### config.mk
export PLATFORM = sky130hd
export DESIGN_NAME = double_ended_queue_flat
export DESIGN_NICKNAME = d
export VERILOG_FILES = /design/src/design/deq_pkg.sv /design/src/design/deq_if.sv /design/src/design/double_ended_queue.sv /design/src/design/deq_store.sv /design/src/design/deq_ctrl.sv /design/src/flat_wrapper.sv
export VERILOG_INCLUDE_DIRS = /design/src /design/src/design
export SDC_FILE = /design/constraint.sdc
export NUM_CORES = 1
export LEC_CHECK = 0
export ABC_AREA = 1
export BUFFER_PORTS_ARGS = -buffer_cell sky130_fd_sc_hd__clkbuf_2
export CELL_PAD_IN_SITES_DETAIL_PLACEMENT = 1
export CELL_PAD_IN_SITES_GLOBAL_PLACEMENT = 1
export CORE_MARGIN = 3
export CORE_UTILIZATION = 45
export CTS_CLUSTER_SIZE = 16
export DETAILED_ROUTE_END_ITERATION = 7
export HOLD_SLACK_MARGIN = 0.02
export PLACE_DENSITY = 0.8
export SYNTH_ARGS = -nofsm -noshare
export SYNTH_HDL_FRONTEND = slang
export SYNTH_SLANG_ARGS = --single-unit
### constraint.sdc
create_clock -name clk -period 5.7 [get_ports clk]
set_clock_uncertainty 0.15 [all_clocks]
set_input_delay 0.285 -clock clk [delete_from_list [all_inputs] [get_ports clk]]
set_output_delay 0.285 -clock clk [all_outputs]
set_load 0.05 [all_outputs]
### src/design/double_ended_queue_macros.svh
// assertion macros for the double-ended queue
`ifndef DOUBLE_ENDED_QUEUE_MACROS_SVH
`define DOUBLE_ENDED_QUEUE_MACROS_SVH

// same-cycle implication, checked on every rising edge outside reset
`define DEQ_ASSERT_SAME(lbl, ante, cons, msg) \
  lbl: assert property (@(posedge clk) disable iff (!rst_n) (ante) |-> (cons)) \
    else $error(msg);

// next-cycle implication, checked on every rising edge outside reset
`define DEQ_ASSERT_NEXT(lbl, ante, cons, msg) \
  lbl: assert property (@(posedge clk) disable iff (!rst_n) (ante) |=> (cons)) \
    else $error(msg);

`endif

### src/design/deq_pkg.sv
package deq_pkg;

  localparam int DEPTH_DEF = 16;
  localparam int REQ_W     = 3;
  localparam int DATA_W    = 32;
  localparam int STAT_W    = 2;

  typedef enum logic [REQ_W-1:0] {
    REQ_PUSH_FRONT = 3'd0,
    REQ_PUSH_BACK  = 3'd1,
    REQ_POP_FRONT  = 3'd2,
    REQ_POP_BACK   = 3'd3,
    REQ_LIST       = 3'd4
  } req_code_t;

  typedef enum logic [STAT_W-1:0] {
    ST_OK    = 2'd0,
    ST_EMPTY = 2'd1,
    ST_FULL  = 2'd2
  } status_t;

  typedef enum logic [1:0] {
    S_IDLE,
    S_EMIT,
    S_POP,
    S_LIST
  } state_t;

endpackage

### src/design/deq_if.sv
interface deq_req_if;
  logic                                  valid;
  logic                                  ready;
  logic        [deq_pkg::REQ_W-1:0]      req_type;
  logic signed [deq_pkg::DATA_W-1:0]     value;

  modport source (output valid, output req_type, output value, input ready);
  modport sink   (input valid, input req_type, input value, output ready);
endinterface

interface deq_res_if;
  logic                                  valid;
  logic                                  ready;
  logic signed [deq_pkg::DATA_W-1:0]     value_res;
  logic        [deq_pkg::STAT_W-1:0]     status;
  logic                                  last;

  modport source (output valid, output value_res, output status, output last, input ready);
  modport sink   (input valid, input value_res, input status, input last, output ready);
endinterface

### src/design/double_ended_queue.sv
// push: result registered (stashed if output busy); one push per cycle while results drain
// pop: result via the registered read of the entry memory, then the output register
// list of n entries: read in order from the front, one entry per cycle while results drain,
//   next request taken after the last entry is handed to the output register
// reset (rst_n low, synchronous) empties the queue at once; entry memory is not cleared
`include "double_ended_queue_macros.svh"

module double_ended_queue #(
  parameter int DEPTH = deq_pkg::DEPTH_DEF
) (
  input  logic       clk,
  input  logic       rst_n,
  deq_req_if.sink    in_ch,
  deq_res_if.source  out_ch
);

  localparam int AW = $clog2(DEPTH);

  // memory port signals between controller and ring store
  logic                        wr_en;
  logic [AW-1:0]               wr_addr;
  logic [deq_pkg::DATA_W-1:0]  wr_data;
  logic                        rd_en;
  logic [AW-1:0]               rd_addr;
  logic [deq_pkg::DATA_W-1:0]  rd_data;

  // controller: front pointer, entry count, request decode, list walker and
  // the output register with a one-entry stash for push and empty-store results
  // of an accepted transaction that finds the output still occupied
  deq_ctrl #(
    .DEPTH (DEPTH)
  ) u_ctrl (
    .clk     (clk),
    .rst_n   (rst_n),
    .in_ch   (in_ch),
    .out_ch  (out_ch),
    .wr_en   (wr_en),
    .wr_addr (wr_addr),
    .wr_data (wr_data),
    .rd_en   (rd_en),
    .rd_addr (rd_addr),
    .rd_data (rd_data)
  );

  // ring store: one write port, one registered read port; read data holds
  // while the output is stalled so nothing is refetched
  deq_store #(
    .DEPTH (DEPTH)
  ) u_store (
    .clk     (clk),
    .wr_en   (wr_en),
    .wr_addr (wr_addr),
    .wr_data (wr_data),
    .rd_en   (rd_en),
    .rd_addr (rd_addr),
    .rd_data (rd_data)
  );

  // writes and reads never share a cycle, so no same-entry forwarding is needed
  `DEQ_ASSERT_SAME(a_no_rw_overlap, wr_en, !rd_en, "memory written and read in one cycle")
  // the store is only written by an accepted push transaction
  `DEQ_ASSERT_SAME(a_wr_on_accept, wr_en, in_ch.valid && in_ch.ready, "write without accepted push")
  // an error result carries a zero value and closes its request
  `DEQ_ASSERT_SAME(a_err_result, out_ch.valid && (out_ch.status != deq_pkg::ST_OK), (out_ch.value_res == '0) && out_ch.last, "malformed error result")

endmodule

### src/design/deq_store.sv
module deq_store #(
  parameter int DEPTH = deq_pkg::DEPTH_DEF,
  localparam int AW   = $clog2(DEPTH)
) (
  input  logic                        clk,
  input  logic                        wr_en,
  input  logic [AW-1:0]               wr_addr,
  input  logic [deq_pkg::DATA_W-1:0]  wr_data,
  input  logic                        rd_en,
  input  logic [AW-1:0]               rd_addr,
  output logic [deq_pkg::DATA_W-1:0]  rd_data
);

  logic [deq_pkg::DATA_W-1:0] mem [DEPTH];
  logic [deq_pkg::DATA_W-1:0] rd_data_r;

  always_ff @(posedge clk) begin
    if (wr_en) begin
      mem[wr_addr] <= wr_data;
    end
  end

  // read data holds until the next read
  always_ff @(posedge clk) begin
    if (rd_en) begin
      rd_data_r <= mem[rd_addr];
    end
  end

  assign rd_data = rd_data_r;

endmodule

### src/design/deq_ctrl.sv
module deq_ctrl #(
  parameter int DEPTH = deq_pkg::DEPTH_DEF,
  localparam int AW   = $clog2(DEPTH),
  localparam int CW   = $clog2(DEPTH + 1)
) (
  input  logic                        clk,
  input  logic                        rst_n,
  deq_req_if.sink                     in_ch,
  deq_res_if.source                   out_ch,
  output logic                        wr_en,
  output logic [AW-1:0]               wr_addr,
  output logic [deq_pkg::DATA_W-1:0]  wr_data,
  output logic                        rd_en,
  output logic [AW-1:0]               rd_addr,
  input  logic [deq_pkg::DATA_W-1:0]  rd_data
);

  localparam int SW = CW + 1;

  // ring position of the entry at a given offset from the front
  function automatic logic [AW-1:0] slot_at(input logic [AW-1:0] front,
                                            input logic [CW-1:0] off);
    logic [SW-1:0] sum;
    sum = SW'(front) + SW'(off);
    if (sum >= SW'(DEPTH)) begin
      sum = sum - SW'(DEPTH);
    end
    return sum[AW-1:0];
  endfunction

  deq_pkg::state_t state_r, state_nxt;
  logic [AW-1:0]   front_r, front_nxt;
  logic [CW-1:0]   count_r, count_nxt;
  logic [AW-1:0]   idx_r, idx_nxt;

  logic                       out_valid_r, out_valid_nxt;
  logic [deq_pkg::DATA_W-1:0] out_value_r, out_value_nxt;
  deq_pkg::status_t           out_status_r, out_status_nxt;
  logic                       out_last_r, out_last_nxt;
  logic [deq_pkg::DATA_W-1:0] pend_value_r, pend_value_nxt;
  deq_pkg::status_t           pend_status_r, pend_status_nxt;

  logic             acc, out_free, full, empty;
  logic             is_push, is_pop, is_list, is_front;
  logic             push_go, pop_go, list_go, imm;
  logic             list_last;
  logic [AW-1:0]    front_dec, front_inc;

  assign in_ch.ready = (state_r == deq_pkg::S_IDLE);
  assign acc         = in_ch.valid && in_ch.ready;
  assign out_free    = !out_valid_r || out_ch.ready;
  assign full        = (count_r == CW'(DEPTH));
  assign empty       = (count_r == '0);

  assign is_push  = (in_ch.req_type == deq_pkg::REQ_PUSH_FRONT) ||
                    (in_ch.req_type == deq_pkg::REQ_PUSH_BACK);
  assign is_pop   = (in_ch.req_type == deq_pkg::REQ_POP_FRONT) ||
                    (in_ch.req_type == deq_pkg::REQ_POP_BACK);
  assign is_list  = (in_ch.req_type == deq_pkg::REQ_LIST);
  assign is_front = (in_ch.req_type == deq_pkg::REQ_PUSH_FRONT) ||
                    (in_ch.req_type == deq_pkg::REQ_POP_FRONT);

  assign push_go = acc && is_push && !full;
  assign pop_go  = acc && is_pop && !empty;
  assign list_go = acc && is_list && !empty;
  // results known at acceptance: pushes, and anything on an empty store
  assign imm     = acc && (is_push || ((is_pop || is_list) && empty));

  assign list_last = ((CW'(idx_r) + CW'(1)) == count_r);
  assign front_dec = (front_r == '0) ? AW'(DEPTH - 1) : front_r - AW'(1);
  assign front_inc = slot_at(front_r, CW'(1));

  // next state
  always_comb begin
    state_nxt = state_r;
    case (state_r)
      deq_pkg::S_IDLE: begin
        if (imm && !out_free) begin
          state_nxt = deq_pkg::S_EMIT;
        end else if (pop_go) begin
          state_nxt = deq_pkg::S_POP;
        end else if (list_go) begin
          state_nxt = deq_pkg::S_LIST;
        end
      end
      deq_pkg::S_EMIT: begin
        if (out_free) state_nxt = deq_pkg::S_IDLE;
      end
      deq_pkg::S_POP: begin
        if (out_free) state_nxt = deq_pkg::S_IDLE;
      end
      deq_pkg::S_LIST: begin
        if (out_free && list_last) state_nxt = deq_pkg::S_IDLE;
      end
      default: state_nxt = deq_pkg::S_IDLE;
    endcase
  end

  // datapath and memory control
  always_comb begin
    wr_en           = 1'b0;
    wr_addr         = front_dec;
    wr_data         = in_ch.value;
    rd_en           = 1'b0;
    rd_addr         = front_r;
    front_nxt       = front_r;
    count_nxt       = count_r;
    idx_nxt         = idx_r;
    out_valid_nxt   = out_valid_r && !out_ch.ready;
    out_value_nxt   = out_value_r;
    out_status_nxt  = out_status_r;
    out_last_nxt    = out_last_r;
    pend_value_nxt  = pend_value_r;
    pend_status_nxt = pend_status_r;
    case (state_r)
      deq_pkg::S_IDLE: begin
        if (push_go) begin
          wr_en     = 1'b1;
          count_nxt = count_r + CW'(1);
          if (is_front) begin
            wr_addr   = front_dec;
            front_nxt = front_dec;
          end else begin
            wr_addr = slot_at(front_r, count_r);
          end
        end
        if (pop_go) begin
          rd_en     = 1'b1;
          count_nxt = count_r - CW'(1);
          if (is_front) begin
            rd_addr   = front_r;
            front_nxt = front_inc;
          end else begin
            rd_addr = slot_at(front_r, count_r - CW'(1));
          end
        end
        if (list_go) begin
          rd_en   = 1'b1;
          rd_addr = front_r;
          idx_nxt = '0;
        end
        if (imm) begin
          pend_value_nxt  = push_go ? in_ch.value : '0;
          pend_status_nxt = push_go ? deq_pkg::ST_OK :
                            (is_push ? deq_pkg::ST_FULL : deq_pkg::ST_EMPTY);
          if (out_free) begin
            out_valid_nxt  = 1'b1;
            out_value_nxt  = pend_value_nxt;
            out_status_nxt = pend_status_nxt;
            out_last_nxt   = 1'b1;
          end
        end
      end
      deq_pkg::S_EMIT: begin
        if (out_free) begin
          out_valid_nxt  = 1'b1;
          out_value_nxt  = pend_value_r;
          out_status_nxt = pend_status_r;
          out_last_nxt   = 1'b1;
        end
      end
      deq_pkg::S_POP: begin
        if (out_free) begin
          out_valid_nxt  = 1'b1;
          out_value_nxt  = rd_data;
          out_status_nxt = deq_pkg::ST_OK;
          out_last_nxt   = 1'b1;
        end
      end
      deq_pkg::S_LIST: begin
        if (out_free) begin
          out_valid_nxt  = 1'b1;
          out_value_nxt  = rd_data;
          out_status_nxt = deq_pkg::ST_OK;
          out_last_nxt   = list_last;
          if (!list_last) begin
            rd_en   = 1'b1;
            rd_addr = slot_at(front_r, CW'(idx_r) + CW'(1));
            idx_nxt = idx_r + AW'(1);
          end
        end
      end
      default: begin
      end
    endcase
  end

  always_ff @(posedge clk) begin
    if (!rst_n) begin
      state_r     <= deq_pkg::S_IDLE;
      front_r     <= '0;
      count_r     <= '0;
      out_valid_r <= 1'b0;
    end else begin
      state_r     <= state_nxt;
      front_r     <= front_nxt;
      count_r     <= count_nxt;
      out_valid_r <= out_valid_nxt;
    end
  end

  always_ff @(posedge clk) begin
    idx_r         <= idx_nxt;
    out_value_r   <= out_value_nxt;
    out_status_r  <= out_status_nxt;
    out_last_r    <= out_last_nxt;
    pend_value_r  <= pend_value_nxt;
    pend_status_r <= pend_status_nxt;
  end

  assign out_ch.valid     = out_valid_r;
  assign out_ch.value_res = out_value_r;
  assign out_ch.status    = out_status_r;
  assign out_ch.last      = out_last_r;

endmodule
### src/flat_wrapper.sv
// flat-port wrapper written by rule: the top's interface ports become plain ports
module double_ended_queue_flat 
#(
  parameter int DEPTH = deq_pkg::DEPTH_DEF
)
  (clk, rst_n, in_ch_valid, in_ch_req_type, in_ch_value, in_ch_ready, out_ch_valid, out_ch_value_res, out_ch_status, out_ch_last, out_ch_ready);
  deq_req_if in_ch_i ();
  deq_res_if out_ch_i ();
  input  logic clk;
  input  logic rst_n;
  input wire logic [$bits(in_ch_i.valid)-1:0] in_ch_valid;
  input wire logic [$bits(in_ch_i.req_type)-1:0] in_ch_req_type;
  input wire logic [$bits(in_ch_i.value)-1:0] in_ch_value;
  output wire logic [$bits(in_ch_i.ready)-1:0] in_ch_ready;
  output wire logic [$bits(out_ch_i.valid)-1:0] out_ch_valid;
  output wire logic [$bits(out_ch_i.value_res)-1:0] out_ch_value_res;
  output wire logic [$bits(out_ch_i.status)-1:0] out_ch_status;
  output wire logic [$bits(out_ch_i.last)-1:0] out_ch_last;
  input wire logic [$bits(out_ch_i.ready)-1:0] out_ch_ready;
  assign in_ch_i.valid = in_ch_valid;
  assign in_ch_i.req_type = in_ch_req_type;
  assign in_ch_i.value = in_ch_value;
  assign in_ch_ready = in_ch_i.ready;
  assign out_ch_valid = out_ch_i.valid;
  assign out_ch_value_res = out_ch_i.value_res;
  assign out_ch_status = out_ch_i.status;
  assign out_ch_last = out_ch_i.last;
  assign out_ch_i.ready = out_ch_ready;
  double_ended_queue #(.DEPTH(DEPTH)) u_core (.clk(clk), .rst_n(rst_n), .in_ch(in_ch_i), .out_ch(out_ch_i));
endmodule
# ---- Yosys cells after proc, flatten, opt, wreduce, memory -nomap -nowiden
# Memory sizes are Yosys's and may differ from the RTL's. A register that Yosys moved wholly into a read port is not among the register bits.
# Index checks and enable logic that the tools add are counted.
dict set report totals {
  ff_bits 85
  ramBits 512
  inputBits 39
  output_inout_bits 37
  wordCells 143
  mem_count 1
}
dict set report classes {
  add_sub_neg 13
  magnitude_cmp 4
  eq_ne 19
  muxes 58
  n_reduce_logical 38
}
# memory depth width read_ports rd_ports_with_merged_regs write_ports line
set mem_list {}
lappend mem_list {u_core.u_store.mem 16 32 1 1 1 deq_store.sv:14} ;# logic [deq_pkg::DATA_W-1:0] mem [DEPTH];
# cell count
set ops {}
lappend ops {{two-way mux 32 bit} 5}
lappend ops {{one-hot mux 32 bit (3 select lines)} 1}
lappend ops {{two-way mux 4 bit} 20}
lappend ops {{two-way mux 2 bit} 10}
lappend ops {{subtractor 4 x 1 -> 4 bit (second input constant)} 5}
lappend ops {{adder 4 x 5 -> 6 bit} 3}
lappend ops {{>= comparator 6 x 5 -> 1 bit (second input constant)} 3}
lappend ops {{one-hot mux 4 bit (2 select lines)} 2}
lappend ops {{two-way mux 1 bit} 13}
lappend ops {{logical AND 1 bit} 12}
lappend ops {{one-hot mux 2 bit (3 select lines)} 2}
lappend ops {{adder 4 x 1 -> 5 bit (second input constant)} 2}
lappend ops {{two-way mux 5 bit} 2}
lappend ops {{!= test 2 x 1 -> 1 bit (second input constant)} 5}
lappend ops {{!= test 2 bit (second input constant)} 4}
lappend ops {{AND reduction 4 bit} 2}
lappend ops {{== test 3 x 2 -> 1 bit (second input constant)} 2}
lappend ops {{logical OR 1 bit} 6}
lappend ops {{AND reduction 2 bit} 3}
lappend ops {{adder 5 x 1 -> 5 bit (second input constant)} 1}
lappend ops {{== test 5 bit} 1}
lappend ops {{== test 5 bit (second input constant)} 1}
lappend ops {{>= comparator 5 bit (second input constant)} 1}
lappend ops {{logical NOT 1 bit} 5}
lappend ops {{17 further kinds} 21}

# ---- Longest topological paths before layout
dict set report depth {
  depth_word 9
  depth_mapped 22
  ltp_nobuf 20
}

# ---- Hierarchy
# Synthesis repeated with hierarchy kept, for this count alone.
dict set report unflattened {
  hier_cells 2700
  hier_area_um2 28162.0
}
# mod instances cells_each area_per_inst_um2 seq_area_each_um2
set modules_own_cells {}
lappend modules_own_cells {deq_store 1 2120 23050.9 16335.7}
lappend modules_own_cells {deq_ctrl 1 580 5111.2 2432.3}

# ---- Least setup slack after synthesis
# No wires, ideal clock.
dict set report synth_path {
  path_kind {reg2reg}
  startpoint {register u_core.u_ctrl.state_r[0]}
  endpoint {register u_core.u_ctrl.out_status_r[0], in the netlist u_core.u_ctrl.out_ch.status[0] (enable)}
  setup_ns 0.479
  t_arrival_ns 3.909
  required_ns 5.071
  setup_slack_ns 1.162
  path_stages_with_launch 9
  path_buffers 0
  synth_period_minus_slack_ns 4.538
  path_cell_list {dfxtp_1 > inv_1 > ha_1 > nand2_1 > nor2_1 > o21ai_0 > inv_1 > nor2_1 > o32ai_1}
}
dict set report synth_via {
  elab_chain_cells 5
  word_cells_on_any_way 12
  classes_between {eq/ne (7); reduce/logical (5)}
}
# item line
set synth_rtl {}
lappend synth_rtl {{start, declared} deq_ctrl.sv:31} ;# deq_pkg::state_t state_r, state_nxt;
lappend synth_rtl {{start signal, assigned} deq_ctrl.sv:190} ;# state_r <= deq_pkg::S_IDLE;
lappend synth_rtl {{start signal, assigned} deq_ctrl.sv:195} ;# state_r <= state_nxt;
lappend synth_rtl {{logical NOT 2 bit *} deq_ctrl.sv:49} ;# assign in_ch.ready = (state_r == deq_pkg::S_IDLE);
lappend synth_rtl {{net in_ch_ready} flat_wrapper.sv:14} ;# output wire logic [$bits(in_ch_i.ready)-1:0] in_ch_ready;
lappend synth_rtl {{logical AND 1 bit} deq_ctrl.sv:50} ;# assign acc = in_ch.valid && in_ch.ready;
lappend synth_rtl {{logical AND 1 bit} deq_ctrl.sv:67} ;# assign imm = acc && (is_push || ((is_pop || is_list) && empty));
lappend synth_rtl {{!= test 2 x 1 -> 1 bit (no source line)} --}
lappend synth_rtl {{AND reduction 4 bit (no source line) *} --}
lappend synth_rtl {{end signal, assigned} deq_ctrl.sv:205} ;# out_status_r <= out_status_nxt;
lappend synth_rtl {{end, declared} deq_ctrl.sv:38} ;# deq_pkg::status_t out_status_r, out_status_nxt;
# Mark *: on every way through the listed nets, which the timed path passes. The rest lies on a longest branch.
# A chain may end at the register's enable or synchronous reset.

# ---- Worst setup path in the final report
dict set report layout_path {
  startpoint {register u_core.u_ctrl.state_r[0]}
  endpoint {memory u_core.u_store.mem[10][10] (netlist name) (enable)}
}
dict set report layout_via {
  elab_chain_cells 8
  word_cells_on_any_way 10
  classes_between {mux (6); reduce/logical (4)}
}
# item line
set layout_rtl {}
lappend layout_rtl {{logical NOT 2 bit *} {deq_ctrl.sv:49, deq_ctrl.sv:115}}
lappend layout_rtl {{logical AND 1 bit} deq_ctrl.sv:50}
lappend layout_rtl {{logical AND 1 bit (2 in series)} deq_ctrl.sv:63} ;# assign push_go = acc && is_push && !full;
lappend layout_rtl {{two-way mux 1 bit} deq_ctrl.sv:117} ;# if (push_go) begin
lappend layout_rtl {{two-way mux 1 bit} deq_ctrl.sv:115} ;# case (state_r)
lappend layout_rtl {{two-way mux 1 bit} deq_store.sv:18} ;# if (wr_en) begin
lappend layout_rtl {{two-way mux 1 bit (implied by the code)} deq_store.sv:19} ;# mem[wr_addr] <= wr_data;
lappend layout_rtl {{end, declared} deq_store.sv:14}
# Every way passes the cells marked *; elsewhere a longest branch is shown, timed or not.

==> results.yml <==
synthesis:
  synth_top_area_cell: "edfxtp_1"
  synth_top_area_share: 0.659
  synth_cell_types: 39
  netlist_area_um2: 28100
  avgSynthCellArea_um2: 10.7
  syn_inst: 2630
  yosys_warnings: 0
  seq_area_frac_synth: 0.667
  synthTopCellsByArea: "edfxtp_1 (66%), nand3_1 (11%), nand2_1 (6.8%)"
  ys_ff_latch: 629
  synth_fp_nets: 2693
sta:
  grt_setup_unrepaired: "no"
  finalSetupTns_ps: 0
  min_period_over_period: 0.823
  slew_headroom: 0.0753
  timing.hold.ws_ps: 55.7
  final_max_slew_viol_count: 0
  worst_pin_slew_ps: 1380
  setup_viol: 0
  hold_violations: 0
  fin_crit_ps: 4690
  max_freq_mhz: 213
placed_design:
  place_hpwl_mm: 48.5
  io_buffer_count: 75
  place_congestion: 0.855
outcome:
  status: "complete, no violations"
worst_setup_path:
  crit_start: "u_core.u_ctrl.state_r[0]"
  worstSetupStartpointType: "flip-flop"
  crit_type: "flip-flop to flip-flop"
  ff2ff_path_depth: 11
  r2r_slack_ps: 1010
  cp.required_ps: 5830
  r2r-start: "u_core.u_ctrl.state_r[0]"
  cp.arrival_ps: 4820
  critPathCaptureType: "flip-flop"
  worstPathMaxFanout: 20
  reg2reg_to: "u_core.u_store.mem[10][10]"
global_routing:
  grt_max_degree: 132
  overflow: 0
  antenna_found_initial: 0
  grt_pass1_vias: 21925
  grt_use_total: 0.259
  grt_pass1_wl_mm: 131
die:
  ios: 76
  fp.dieW_um: 256
  start_util: 0.455
  fp-row-count: 91
  core_um2: 61800
  die_h_um: 256
  die_area_um2: 65500
detailed_routing:
  first_iter_violations: 2133
  drc: 0
  viasPerCell: 5.74
  wl_per_cell_um: 23.8
  ant_nets: 0
  wirelength_mm: 85.2
  num_vias: 20497
  dr.pass1.iters: 5
finish:
  areaGrowthSynthToFinish_pct: 13.0
  drive_gt1_frac: 0.0891
  finalNetCount: 2751
  antenna_cells: 0
clock_network:
  cts_max_level: 3
  cts.clk_slew.worst_paths_ps: 60
  cts-root-buf: "clkbuf_16"
  clock_sinks: 629
  cts_made_buffers: 67
  cts_setup_buffers: 0
  clk_latency_ps: 620
  cts_tree: "built"
  clockBufferDepth: 3
hold_path:
  hp-start: "in_ch_req_type[2]"
  hp-class: "input pin to flip-flop"
  hold-path-cell-count: 3
  min_to: "u_core.u_ctrl.pend_status_r[0]"
pwr:
  vdd_ir_drop_max_mv: 0.578
  power_leakage_nw: 12.8
  power_density_nw_per_um2: 628
flow_run:
  drv_cap: 0
[worst max-delay path: stages (launching register included)]
cell and delay [ps]:
dfxtp_1 330, inv_1 140, ha_1 450, nand2_1 190
nor2_1 200, nand2_2 410, nor2_1 540, nand2_1 180
o21ai_0 190, nand2_1 330, nor2_4 780, buf_4 430
[synth_stat cells, drive strengths merged]
cell    number
nor2        80
a31oi        3
o211ai       2
nand3b      69
nor3         4
nand4        6
nand3      597
or2          2
o21ai       54
o22ai        1
fa           3
clkbuf      43
xnor2        3
dfxtp       12
inv        410
nand2      513
a22o         2
ha          21
buf        111
mux2i        1
a21oi       29
edfxtp     617
xor2         8
a311oi       1
or3b         1
a22oi       32
a211oi       4
o32ai        1
[layer usage]
metal	global-route usage	wire, um
met1	0.329	34000
met4	0.114	3050
met2	0.445	42500
met3	0.0331	5610
met5	0	0
[area by class of cell]
class	count	area (um^2)
multi-input cells	1437	7270
repair buffers	143	1070
well taps	837	1050
flip-flops and latches	629	18800
fillers	6549	30000
inverters	410	1540
clock inverters	31	299
clock buffers	87	1790
[cells in the final DEF, fill, tap and decap left out, types with 18 or more instances in the layout]
cell and instances:
nor2_1 60, buf_4 28, clkbuf_1 18, clkbuf_16 69, nand2_1 507, a22oi_1 32
o21ai_0 49, nand3b_1 69, inv_1 404, a21oi_1 27, dlygate4sd3_1 32, clkbuf_2 75
ha_1 19, edfxtp_1 617, nand3_1 596
[metrics by stage]
step | instance area (um^2) | power, mW | cells | setup slack [ps] | util
after global routing | 31800 | 21.1 | 3574 | 773 | 0.514
final | 31800 | 20.0 | 3574 | 1010 | 0.514
after CTS | 31800 | 20.0 | 3572 | 1070 | 0.514
after floorplan | 28100 | 12.7 | 2630 | 1160 | -
after detailed placement | 29300 | 15.6 | 3422 | 1110 | 0.475
after global placement | 29300 | 15.1 | 3421 | 1240 | 0.474
[cells by family after synthesis]
kind of cell / after synthesis / synth area share
compound gates: 129 / 0.0272
xor+xnor: 11 / 0.00343
fa+ha+maj: 24 / 0.0115
buf+inv: 564 / 0.0825
flops: 629 / 0.667
mux: 1 / 0.000356
simple gates: 1272 / 0.208
[worst max path at each step]
stage               slack, ps  depth (start not counted)                             end
floorplan                1160                          8  u_core.u_ctrl.out_ch.status[0]
global placement         1240                         10       u_core.u_store.mem[1][15]
detailed placement       1110                         10        u_core.u_store.mem[8][7]
CTS                      1070                         10       u_core.u_store.mem[8][12]
global route              770                         18       u_core.u_store.rd_data[5]
finish                   1010                         11      u_core.u_store.mem[10][10]
[state kept, by name (all words and copies together) (netlist names)]
name,count
u_core.u_ctrl.out_ch.status,2
u_core.u_ctrl.out_ch.last,1
u_core.u_ctrl.idx_r,4
u_core.u_ctrl.out_ch.valid,1
u_core.u_store.rd_data,32
u_core.u_ctrl.pend_value_r,32
u_core.u_ctrl.count_r,5
u_core.u_ctrl.pend_status_r,2
u_core.u_store.mem,512
u_core.u_ctrl.front_r,4
u_core.u_ctrl.out_ch.value_res,32
u_core.u_ctrl.state_r,2
[report_power, final]
group	switching, mW	internal (mW)	total, mW
registers	0.118	5.65	5.76
logic	7.45	2.46	9.91
clock network	1.83	2.46	4.28
[repair_timing]
action	in CTS	in global routing
hold buffers	32	0
endpoints found under the hold margin	439	0
resized for setup	0	0
Note: power is estimated with default switching activity, not from simulation.
